--- src/sv/sfs_pkg.sv ---
// ----------------------------------------------------------------------------
// sfs_pkg
// Types and constants shared by the sprite frame sequencer modules.
// ----------------------------------------------------------------------------
package sfs_pkg;

  // field widths
  localparam int CMD_W      = 3;
  localparam int TCK_W      = 8;
  localparam int CNT_W      = 9;
  localparam int FRM_W      = 8;
  localparam int SPD_W      = 16;
  localparam int LOOP_W     = 16;
  localparam int EV_W       = 2;
  localparam int DELTA_W    = SPD_W + TCK_W;
  localparam int CFG_IDX_W  = 3;
  localparam int CFG_DATA_W = 16;

  // request queue between front and back
  localparam int QUEUE_DEPTH = 2;
  localparam int PTR_W       = $clog2(QUEUE_DEPTH);
  localparam int QCNT_W      = $clog2(QUEUE_DEPTH + 1);

  // command codes
  typedef enum logic [CMD_W-1:0] {
    CMD_TICK      = 3'd0,
    CMD_GOTO_PLAY = 3'd1,
    CMD_GOTO_STOP = 3'd2,
    CMD_RUN_TO    = 3'd3,
    CMD_PAUSE     = 3'd4,
    CMD_RESUME    = 3'd5
  } cmd_e;

  // event codes
  typedef enum logic [EV_W-1:0] {
    EV_NONE   = 2'd0,
    EV_FIRST  = 2'd1,
    EV_LAST   = 2'd2,
    EV_TARGET = 2'd3
  } event_e;

  // configuration register indexes
  typedef enum logic [CFG_IDX_W-1:0] {
    CFG_FRAME_COUNT  = 3'd0,
    CFG_SPEED        = 3'd1,
    CFG_REVERSE      = 3'd2,
    CFG_REPEAT_COUNT = 3'd3,
    CFG_EVENT_ENABLE = 3'd4
  } cfg_idx_e;

  // live configuration (frame count already saturated)
  typedef struct packed {
    logic [CNT_W-1:0] count;
    logic [SPD_W-1:0] speed;
    logic             reverse;
    logic             event_en;
  } cfg_t;

  // repeat count write, reloads the loop counter
  typedef struct packed {
    logic                     en;
    logic signed [LOOP_W-1:0] value;
  } loop_ld_t;

  // decoded request from the front
  typedef struct packed {
    logic [CMD_W-1:0]   cmd;
    logic [DELTA_W-1:0] delta;
    logic               tick_zero;
    logic [CNT_W-1:0]   goal;
    logic               goal_ok;
  } op_t;

  // queue status
  typedef struct packed {
    logic full;
    logic empty;
  } q_stat_t;

endpackage

--- src/sv/sfs_front.sv ---
// ----------------------------------------------------------------------------
// sfs_front
// Accepts requests, decodes the goto frame and forms the tick step product.
// ----------------------------------------------------------------------------
module sfs_front (
  input  logic                 in_valid_i,
  output logic                 in_ready_o,
  input  logic [2:0]           command_i,
  input  logic [7:0]           elapsed_ticks_i,
  input  logic [8:0]           frame_number_i,
  input  sfs_pkg::cfg_t        cfg_i,
  input  sfs_pkg::q_stat_t     q_stat_i,
  output logic                 push_o,
  output sfs_pkg::op_t         op_o
);
  import sfs_pkg::*;

  logic [CNT_W-1:0] goal;

  // take a request whenever the queue has room
  assign in_ready_o = !q_stat_i.full;
  assign push_o     = in_valid_i && !q_stat_i.full;

  // one-based frame to zero-based, zero stays at the first frame
  assign goal = (frame_number_i == '0) ? '0 : frame_number_i - CNT_W'(1);

  // classify and precompute
  always_comb begin
    op_o.cmd       = command_i;
    op_o.delta     = DELTA_W'(cfg_i.speed) * DELTA_W'(elapsed_ticks_i);
    op_o.tick_zero = (elapsed_ticks_i == '0);
    op_o.goal      = goal;
    op_o.goal_ok   = (goal < cfg_i.count);
  end

endmodule

--- src/sv/sfs_queue.sv ---
// ----------------------------------------------------------------------------
// sfs_queue
// Short register queue of decoded requests between front and back.
// ----------------------------------------------------------------------------
module sfs_queue (
  input  logic             clk_i,
  input  logic             rst_ni,
  input  logic             push_i,
  input  sfs_pkg::op_t     op_i,
  input  logic             pop_i,
  output sfs_pkg::op_t     op_o,
  output sfs_pkg::q_stat_t stat_o
);
  import sfs_pkg::*;

  op_t              mem_q [QUEUE_DEPTH];
  logic [PTR_W-1:0] wr_ptr_q, rd_ptr_q;
  logic [QCNT_W-1:0] cnt_q;

  assign stat_o.full  = (cnt_q == QCNT_W'(QUEUE_DEPTH));
  assign stat_o.empty = (cnt_q == '0);
  assign op_o         = mem_q[rd_ptr_q];

  // storage
  always_ff @(posedge clk_i) begin
    if (push_i) begin
      mem_q[wr_ptr_q] <= op_i;
    end
  end

  // pointers and fill count
  always_ff @(posedge clk_i or negedge rst_ni) begin
    if (!rst_ni) begin
      wr_ptr_q <= '0;
      rd_ptr_q <= '0;
      cnt_q    <= '0;
    end else begin
      if (push_i) begin
        wr_ptr_q <= (wr_ptr_q == PTR_W'(QUEUE_DEPTH - 1)) ? '0 : wr_ptr_q + PTR_W'(1);
      end
      if (pop_i) begin
        rd_ptr_q <= (rd_ptr_q == PTR_W'(QUEUE_DEPTH - 1)) ? '0 : rd_ptr_q + PTR_W'(1);
      end
      if (push_i && !pop_i) begin
        cnt_q <= cnt_q + QCNT_W'(1);
      end else if (pop_i && !push_i) begin
        cnt_q <= cnt_q - QCNT_W'(1);
      end
    end
  end

endmodule

--- src/sv/sfs_back.sv ---
// ----------------------------------------------------------------------------
// sfs_back
// Carries out queued requests on the animation state, holds the result.
// ----------------------------------------------------------------------------
module sfs_back #(
  parameter int FRAC_BITS = 12
) (
  input  logic                 clk_i,
  input  logic                 rst_ni,
  input  sfs_pkg::cfg_t        cfg_i,
  input  sfs_pkg::loop_ld_t    loop_ld_i,
  input  sfs_pkg::op_t         op_i,
  input  sfs_pkg::q_stat_t     q_stat_i,
  output logic                 pop_o,
  output logic                 out_valid_o,
  input  logic                 out_ready_i,
  output logic [7:0]           frame_index_o,
  output logic [1:0]           event_res_o,
  output logic                 paused_o,
  output logic signed [15:0]   repeats_left_o
);
  import sfs_pkg::*;

  // headroom for count in fixed point plus one step, and a sign
  localparam int MAG_W = (CNT_W + FRAC_BITS > DELTA_W) ? CNT_W + FRAC_BITS : DELTA_W;
  localparam int POS_W = MAG_W + 2;

  // animation state
  logic signed [POS_W-1:0]  pos_q, pos_d;
  logic [CNT_W-1:0]         frame_q, frame_d;
  logic signed [LOOP_W-1:0] loops_q, loops_d;
  logic                     pause_q, pause_d;
  logic                     run_q, run_d;
  logic [CNT_W-1:0]         target_q, target_d;
  event_e                   ev;

  // result register
  logic                     out_valid_q;
  logic [FRM_W-1:0]         res_frame_q;
  event_e                   res_ev_q;
  logic                     res_pause_q;
  logic signed [LOOP_W-1:0] res_loops_q;

  // tick datapath
  logic [CNT_W-1:0]        last;
  logic signed [POS_W-1:0] fix_count, fix_last, fix_target, fix_goal, delta, sum, ip;
  logic                    neg, hit, idle, loops_pos;

  assign pop_o = !q_stat_i.empty && (!out_valid_q || out_ready_i);

  assign last       = cfg_i.count - CNT_W'(1);
  assign fix_count  = $signed(POS_W'(cfg_i.count) << FRAC_BITS);
  assign fix_last   = $signed(POS_W'(last) << FRAC_BITS);
  assign fix_target = $signed(POS_W'(target_q) << FRAC_BITS);
  assign fix_goal   = $signed(POS_W'(op_i.goal) << FRAC_BITS);
  assign delta      = $signed(POS_W'(op_i.delta));
  assign sum        = cfg_i.reverse ? pos_q - delta : pos_q + delta;
  assign neg        = sum[POS_W-1];
  assign ip         = sum >>> FRAC_BITS;
  assign loops_pos  = !loops_q[LOOP_W-1] && (loops_q != '0);

  // truncation toward zero meets the target; a small negative truncates to zero
  assign hit = run_q && (neg ? ((target_q == '0) && (&ip) && (sum[FRAC_BITS-1:0] != '0))
                             : (ip == $signed(POS_W'(target_q))));

  assign idle = (cfg_i.count <= CNT_W'(1)) || pause_q || op_i.tick_zero || (loops_q == '0);

  // next state for one request
  always_comb begin
    pos_d    = pos_q;
    frame_d  = frame_q;
    loops_d  = loops_q;
    pause_d  = pause_q;
    run_d    = run_q;
    target_d = target_q;
    ev       = EV_NONE;
    case (cmd_e'(op_i.cmd))
      CMD_TICK: begin
        if (!idle) begin
          pos_d = sum;
          if (neg) begin
            frame_d = '0;
          end else if (ip > $signed(POS_W'(last))) begin
            frame_d = last;
          end else begin
            frame_d = ip[CNT_W-1:0];
          end
          if (hit) begin
            run_d   = 1'b0;
            frame_d = target_q;
            pos_d   = fix_target;
            pause_d = 1'b1;
            ev      = EV_TARGET;
          end else if (!cfg_i.reverse && (sum >= fix_count)) begin
            pos_d   = '0;
            frame_d = '0;
            if (loops_pos) begin
              loops_d = loops_q - LOOP_W'(1);
            end
            ev = EV_FIRST;
          end else if (cfg_i.reverse && neg) begin
            pos_d   = fix_count;
            frame_d = last;
            if (loops_pos) begin
              loops_d = loops_q - LOOP_W'(1);
            end
            ev = EV_LAST;
          end else if (neg) begin
            pos_d   = fix_last;
            frame_d = last;
            ev      = EV_LAST;
          end
        end
      end
      CMD_GOTO_PLAY, CMD_GOTO_STOP: begin
        if (op_i.goal_ok) begin
          frame_d = op_i.goal;
          pos_d   = fix_goal;
          pause_d = 1'b0;
        end
        if (cmd_e'(op_i.cmd) == CMD_GOTO_STOP) begin
          pause_d = 1'b1;
        end
      end
      CMD_RUN_TO: begin
        if (op_i.goal_ok) begin
          target_d = op_i.goal;
          run_d    = 1'b1;
          pause_d  = 1'b0;
        end
      end
      CMD_PAUSE:  pause_d = 1'b1;
      CMD_RESUME: pause_d = 1'b0;
      default: ;
    endcase
    if (!cfg_i.event_en) begin
      ev = EV_NONE;
    end
  end

  // state registers
  always_ff @(posedge clk_i or negedge rst_ni) begin
    if (!rst_ni) begin
      pos_q    <= '0;
      frame_q  <= '0;
      loops_q  <= '1;
      pause_q  <= 1'b0;
      run_q    <= 1'b0;
      target_q <= '0;
    end else begin
      if (loop_ld_i.en) begin
        loops_q <= loop_ld_i.value;
      end else if (pop_o) begin
        loops_q <= loops_d;
      end
      if (pop_o) begin
        pos_q    <= pos_d;
        frame_q  <= frame_d;
        pause_q  <= pause_d;
        run_q    <= run_d;
        target_q <= target_d;
      end
    end
  end

  // result valid
  always_ff @(posedge clk_i or negedge rst_ni) begin
    if (!rst_ni) begin
      out_valid_q <= 1'b0;
    end else if (pop_o) begin
      out_valid_q <= 1'b1;
    end else if (out_ready_i) begin
      out_valid_q <= 1'b0;
    end
  end

  // result payload
  always_ff @(posedge clk_i) begin
    if (pop_o) begin
      res_frame_q <= frame_d[FRM_W-1:0];
      res_ev_q    <= ev;
      res_pause_q <= pause_d;
      res_loops_q <= loops_d;
    end
  end

  assign out_valid_o    = out_valid_q;
  assign frame_index_o  = res_frame_q;
  assign event_res_o    = res_ev_q;
  assign paused_o       = res_pause_q;
  assign repeats_left_o = res_loops_q;

endmodule

--- src/sv/sprite_frame_sequencer_top.sv ---
// ----------------------------------------------------------------------------
// sprite_frame_sequencer_top
// Sprite animation frame counter with a fixed-point play position.
// ----------------------------------------------------------------------------
// Takes one request per clock while the queue has room, and returns one result
// per request, in order. The front decodes and multiplies speed by elapsed
// ticks into a two-entry queue, and the back applies the position update, wrap
// and target checks to one request at a time and registers its result. The back
// takes no request while an untaken result fills its result slot; otherwise it
// sustains one request per cycle. Configuration writes take effect at once and
// must come while the block is idle; a repeat count write also reloads the
// remaining loops. No clearing pass follows reset.
module sprite_frame_sequencer_top #(
  parameter int MAX_FRAMES = 256,
  parameter int FRAC_BITS  = 12
) (
  input  logic               clk_i,
  input  logic               rst_ni,
  // configuration
  input  logic               cfg_we_i,
  input  logic [2:0]         cfg_index_i,
  input  logic [15:0]        cfg_data_i,
  // request channel
  input  logic               in_valid_i,
  output logic               in_ready_o,
  input  logic [2:0]         command_i,
  input  logic [7:0]         elapsed_ticks_i,
  input  logic [8:0]         frame_number_i,
  // result channel
  output logic               out_valid_o,
  input  logic               out_ready_i,
  output logic [7:0]         frame_index_o,
  output logic [1:0]         event_res_o,
  output logic               paused_o,
  output logic signed [15:0] repeats_left_o
);
  import sfs_pkg::*;

  cfg_t     cfg_q;
  loop_ld_t loop_ld;
  op_t      front_op, queue_op;
  q_stat_t  q_stat;
  logic     push, pop;

  // repeat count write goes straight to the loop counter
  assign loop_ld.en    = cfg_we_i && (cfg_idx_e'(cfg_index_i) == CFG_REPEAT_COUNT);
  assign loop_ld.value = $signed(cfg_data_i[LOOP_W-1:0]);

  // configuration registers
  always_ff @(posedge clk_i or negedge rst_ni) begin
    if (!rst_ni) begin
      cfg_q.count    <= CNT_W'(1);
      cfg_q.speed    <= SPD_W'(66);
      cfg_q.reverse  <= 1'b0;
      cfg_q.event_en <= 1'b1;
    end else if (cfg_we_i) begin
      case (cfg_idx_e'(cfg_index_i))
        CFG_FRAME_COUNT: begin
          if (32'(cfg_data_i[CNT_W-1:0]) > MAX_FRAMES) begin
            cfg_q.count <= CNT_W'(MAX_FRAMES);
          end else begin
            cfg_q.count <= cfg_data_i[CNT_W-1:0];
          end
        end
        CFG_SPEED:        cfg_q.speed    <= cfg_data_i[SPD_W-1:0];
        CFG_REVERSE:      cfg_q.reverse  <= cfg_data_i[0];
        CFG_EVENT_ENABLE: cfg_q.event_en <= cfg_data_i[0];
        default: ;
      endcase
    end
  end

  sfs_front u_front (
    .in_valid_i      (in_valid_i),
    .in_ready_o      (in_ready_o),
    .command_i       (command_i),
    .elapsed_ticks_i (elapsed_ticks_i),
    .frame_number_i  (frame_number_i),
    .cfg_i           (cfg_q),
    .q_stat_i        (q_stat),
    .push_o          (push),
    .op_o            (front_op)
  );

  sfs_queue u_queue (
    .clk_i  (clk_i),
    .rst_ni (rst_ni),
    .push_i (push),
    .op_i   (front_op),
    .pop_i  (pop),
    .op_o   (queue_op),
    .stat_o (q_stat)
  );

  sfs_back #(
    .FRAC_BITS (FRAC_BITS)
  ) u_back (
    .clk_i          (clk_i),
    .rst_ni         (rst_ni),
    .cfg_i          (cfg_q),
    .loop_ld_i      (loop_ld),
    .op_i           (queue_op),
    .q_stat_i       (q_stat),
    .pop_o          (pop),
    .out_valid_o    (out_valid_o),
    .out_ready_i    (out_ready_i),
    .frame_index_o  (frame_index_o),
    .event_res_o    (event_res_o),
    .paused_o       (paused_o),
    .repeats_left_o (repeats_left_o)
  );

  // a reached target always leaves the animation paused
  assert property (@(posedge clk_i) disable iff (!rst_ni)
    out_valid_o && (event_res_o == EV_TARGET) |-> paused_o)
    else $error("target event without pause");

  // events are silenced when reporting is off
  assert property (@(posedge clk_i) disable iff (!rst_ni)
    out_valid_o && (event_res_o != EV_NONE) |-> cfg_q.event_en)
    else $error("event reported while disabled");

  // the back only drains the queue when the result slot frees up
  assert property (@(posedge clk_i) disable iff (!rst_ni)
    out_valid_o && !out_ready_i |-> !pop)
    else $error("queue popped into a full result slot");

  // a result is only dropped after it was taken
  assert property (@(posedge clk_i) disable iff (!rst_ni)
    $fell(out_valid_o) |-> $past(out_ready_i))
    else $error("result lost");

endmodule
--- config.mk ---
export PLATFORM = sky130hd
export DESIGN_NAME = sprite_frame_sequencer_top
export DESIGN_NICKNAME = d
export VERILOG_FILES = /design/src/sv/sfs_pkg.sv /design/src/sv/sfs_front.sv /design/src/sv/sfs_queue.sv /design/src/sv/sfs_back.sv /design/src/sv/sprite_frame_sequencer_top.sv
export SDC_FILE = /design/constraint.sdc
export NUM_CORES = 1
export LEC_CHECK = 0
export ABC_AREA = 1
export CORE_MARGIN = 4
export CORE_UTILIZATION = 36
export DETAILED_ROUTE_END_ITERATION = 12
export DONT_BUFFER_PORTS = 1
export PLACE_DENSITY_LB_ADDON = 0.08
export SLEW_MARGIN = 20
export SYNTH_ARGS = -nofsm -noshare
export SYNTH_HDL_FRONTEND = slang
export SYNTH_SLANG_ARGS = --single-unit
export TNS_END_PERCENT = 100
--- constraint.sdc ---
create_clock -name clk_i -period 6.2 [get_ports clk_i]
set_clock_uncertainty 0.15 [all_clocks]
set_input_delay 0.31 -clock clk_i [delete_from_list [all_inputs] [get_ports clk_i]]
set_output_delay 0.31 -clock clk_i [all_outputs]
set_load 0.005 [all_outputs]
==> flow_metrics.py <==
metrics = {
    "sta": {
        "setup_viol_count_final": 0,
        "fmax_ghz": 0.170,
        "worstMarginPinSlew_ps": 834,
        "setup_ws_ps": 334,
        "final.min_clock_period_ps": 5870,
        "finalMaxSlewViolations": 0,
        "finalCritPeriodShare_pct": 94.6,
        "slew_headroom_pct": 44.2,
        "timing_hold_violations_final": 0,
    },
    "yosys": {
        "ys.flop_type": "edfxtp_1",
        "synth_edf_count": 103,
        "syn_area_per_cell_sq_um": 7.23,
        "synth_cells": 2353,
        "synth_cell_types": 48,
        "synth_area_leader_cell": "edfxtp_1",
        "ys_warn_count": 0,
        "async_flop_share_pct": 47.2,
        "ys_seq_area_share_pct": 31.9,
        "syn_nets": 2584,
        "yosys-top-cells-area": "edfxtp_1 (18%), nand2_1 (17%), dfrtp_1 (11%)",
        "synth_seq_cells": 195,
        "yosys.area.top_type_share_pct": 18.2,
        "synth_area_sq_um": 17000,
    },
    "floorplanning": {
        "die_area_sq_um": 50800,
        "initial_utilization_pct": 36.5,
        "num_rows": 79,
        "boundaryPins": 73,
        "coreArea_sq_um": 46700,
        "die_h_um": 225,
        "die-width_um": 225,
    },
    "cells_and_area": {
        "syn_to_final_growth_pct": 12.5,
        "fin_util_pct": 41.0,
        "final_nets": 2622,
        "layout_commonest_cell": "nand2_1",
        "num_antenna_cells": 0,
        "final_cell_mix": "nand2_1 (747), inv_1 (440), nand3_1 (132)",
        "drive_gt1_share_pct": 8.53,
    },
    "setup_path": {
        "cp_slowest_stage_delay_ps": 450,
        "cp-startpoint": "u_queue.rd_ptr_q$_DFFE_PN0P_",
        "critPathRequiredTime_ps": 6270,
        "cp_slowest_cell": "dfrtp_2",
        "cp.arrival_ps": 5930,
        "end_kind": "flip-flop",
        "rrSetupSlack_ps": 330,
        "path_class": "flip-flop to flip-flop",
        "cp-start-kind": "flip-flop",
        "path_common_cell": "nand2_2",
        "path_max_fanout": 16,
        "timing.rr.start": "u_queue.rd_ptr_q$_DFFE_PN0P_",
    },
    "global_routing": {
        "grt_first_pass_wirelength_mm": 84.4,
        "antenna_found_initial": 3,
        "grt_pass1_vias": 14700,
        "grt_usage_pct": 21.4,
        "overflow": 0,
        "grt_max_degree": 93,
    },
    "drt": {
        "drt-total-wl_mm": 54.1,
        "routedWlPerCell_um": 18.0,
        "routed_via_density": 4.93,
        "post-route-drc-count": 0,
        "vias": 14900,
        "drt-initial-drc-count": 827,
        "dr.pass1.iters": 5,
        "drtAntennaViolNets": 0,
    },
    "placed_design": {
        "dpl.hpwl_mm": 42.7,
        "port_buffers": 0,
        "gp_congestion": 0.968,
        "place_ws_ps": -2.80,
    },
    "clocking": {
        "clk_latency_ps": 460,
        "clk_pin_slew_ps": 80,
        "htree_levels": 4,
        "cts_root_buffer": "clkbuf_16",
        "cts_buffer_depth": 2,
        "cts_sinks": 195,
        "cts_tree": "done",
        "cts_made_buffers": 17,
    },
    "hold_path": {
        "hold_class": "input port to flip-flop",
        "min-delay-start": "in_valid_i",
    },
    "outcome": {
        "status": "complete, no violations",
    },
    "flow_run": {
        "cap_violations": 0,
    },
}
## layer usage
| metal | global-route usage (%) | vias up | wire (um) |
|---|---|---|---|
| met2 | 34.5 | 337 | 24600 |
| met3 | 5.01 | 60 | 3130 |
| met1 | 29.5 | 7014 | 25300 |
| met4 | 4.86 | 6 | 982 |
| met5 | 0 | - | 25 |
| li1 | - | 7433 | - |
## repair_timing
| action | CTS | global route |
|---|---|---|
| cloned | 0 | 1 |
| endpoints found under the setup margin | 2 | 77 |
| hold buffers | 29 | 0 |
| buffers inserted | 0 | 19 |
| pin swaps | 0 | 29 |
| endpoints found under the hold margin | 139 | 0 |
| gates resized for setup | 1 | 87 |
## final timing paths
path,end,depth (start not counted)
worst max-delay path,u_back.repeats_left_o[9]$_DFFE_PP_,35
worst min-delay path,u_queue.wr_ptr_q$_DFFE_PN0P_,3
worst max register to register,u_back.repeats_left_o[9]$_DFFE_PP_,35
worst min register to register,u_queue.cnt_q[0]$_DFFE_PN0P_,1
max in group asynchronous,cfg_q[5]$_DFFE_PN0P_,2
min in group asynchronous,u_back.target_q[2]$_DFFE_PN0P_,2
## cells in the mapped netlist, types with 6 or more instances
cell type and n:
a21oi_1 82, a31oi_1 13, and2_1 7, clkbuf_1 54, dfrtp_1 72, dfstp_2 20, edfxtp_1 103, fa_1 85
ha_1 102, inv_1 448, nand2_1 766, nand3_1 137, nand3b_1 6, nand4_1 38, nor2_1 140, nor3_1 15
nor4_1 10, o211ai_1 6, o21ai_0 88, o21ai_1 12, o22ai_1 22, or2_2 7, xnor2_1 20, xor2_1 45
## critical path: cells and delay by family, from the launching register on
family / cells / cell delay [ps]
compound gates: 1 / 50
simple gates: 22 / 2940
flops: 1 / 450
fa+ha+maj: 3 / 790
xor+xnor: 1 / 200
buf+inv: 8 / 1050
## per-stage QoR
step / hold slack, ps / cell area, sq um / TNS (ps) / cells
finish: 32.3 / 19100 / 0 / 3011
global route: 18.5 / 19100 / -661 / 3011
CTS: 10.8 / 18700 / 0 / 2990
detailed placement: -133 / 17800 / -2.80 / 2929
global placement: -133 / 17800 / 0 / 2929
floorplan: -136 / 17000 / 0 / 2353
## state kept, by name, indices dropped and copies added (netlist names)
signal / count
u_back.run_q: 1
u_back.frame_q: 8
u_queue.rd_ptr_q: 1
cfg_q: 27
u_back.event_res_o: 2
u_back.loops_q: 16
u_back.repeats_left_o: 16
u_back.paused_o: 1
u_back.target_q: 9
u_queue.cnt_q: 2
u_back.frame_index_o: 8
u_queue.mem_q: 76
u_back.pos_q: 25
u_queue.wr_ptr_q: 1
u_back.out_valid_o: 1
u_back.pause_q: 1
## cell families (layout without fill, tap and decap cells)
group | Yosys count | in the layout | share of synthesized area, %
DFF | 195 | 195 | 31.9
and+or+nand+nor | 1143 | 1144 | 27.7
adders and majority gates | 187 | 187 | 17.5
buffers and inverters | 524 | 574 | 11.8
AOI/OAI and AO/OA | 239 | 239 | 7.78
xor gates and xnor gates | 65 | 65 | 3.35
## final cells by class
| cell class | instances | area (sq um) |
|---|---|---|
| Fill cell | 4930 | 27500 |
| Tap cell | 607 | 759 |
| Multi-Input combinational cell | 1635 | 9880 |
| Timing Repair Buffer | 86 | 767 |
| Clock inverter | 15 | 151 |
| Sequential cell | 195 | 5420 |
| Clock buffer | 17 | 425 |
| Inverter | 456 | 1730 |
Power is left out: the tool's default activity adds up to more than one toggle a clock period on the data nets, which glitch-free logic cannot reach.
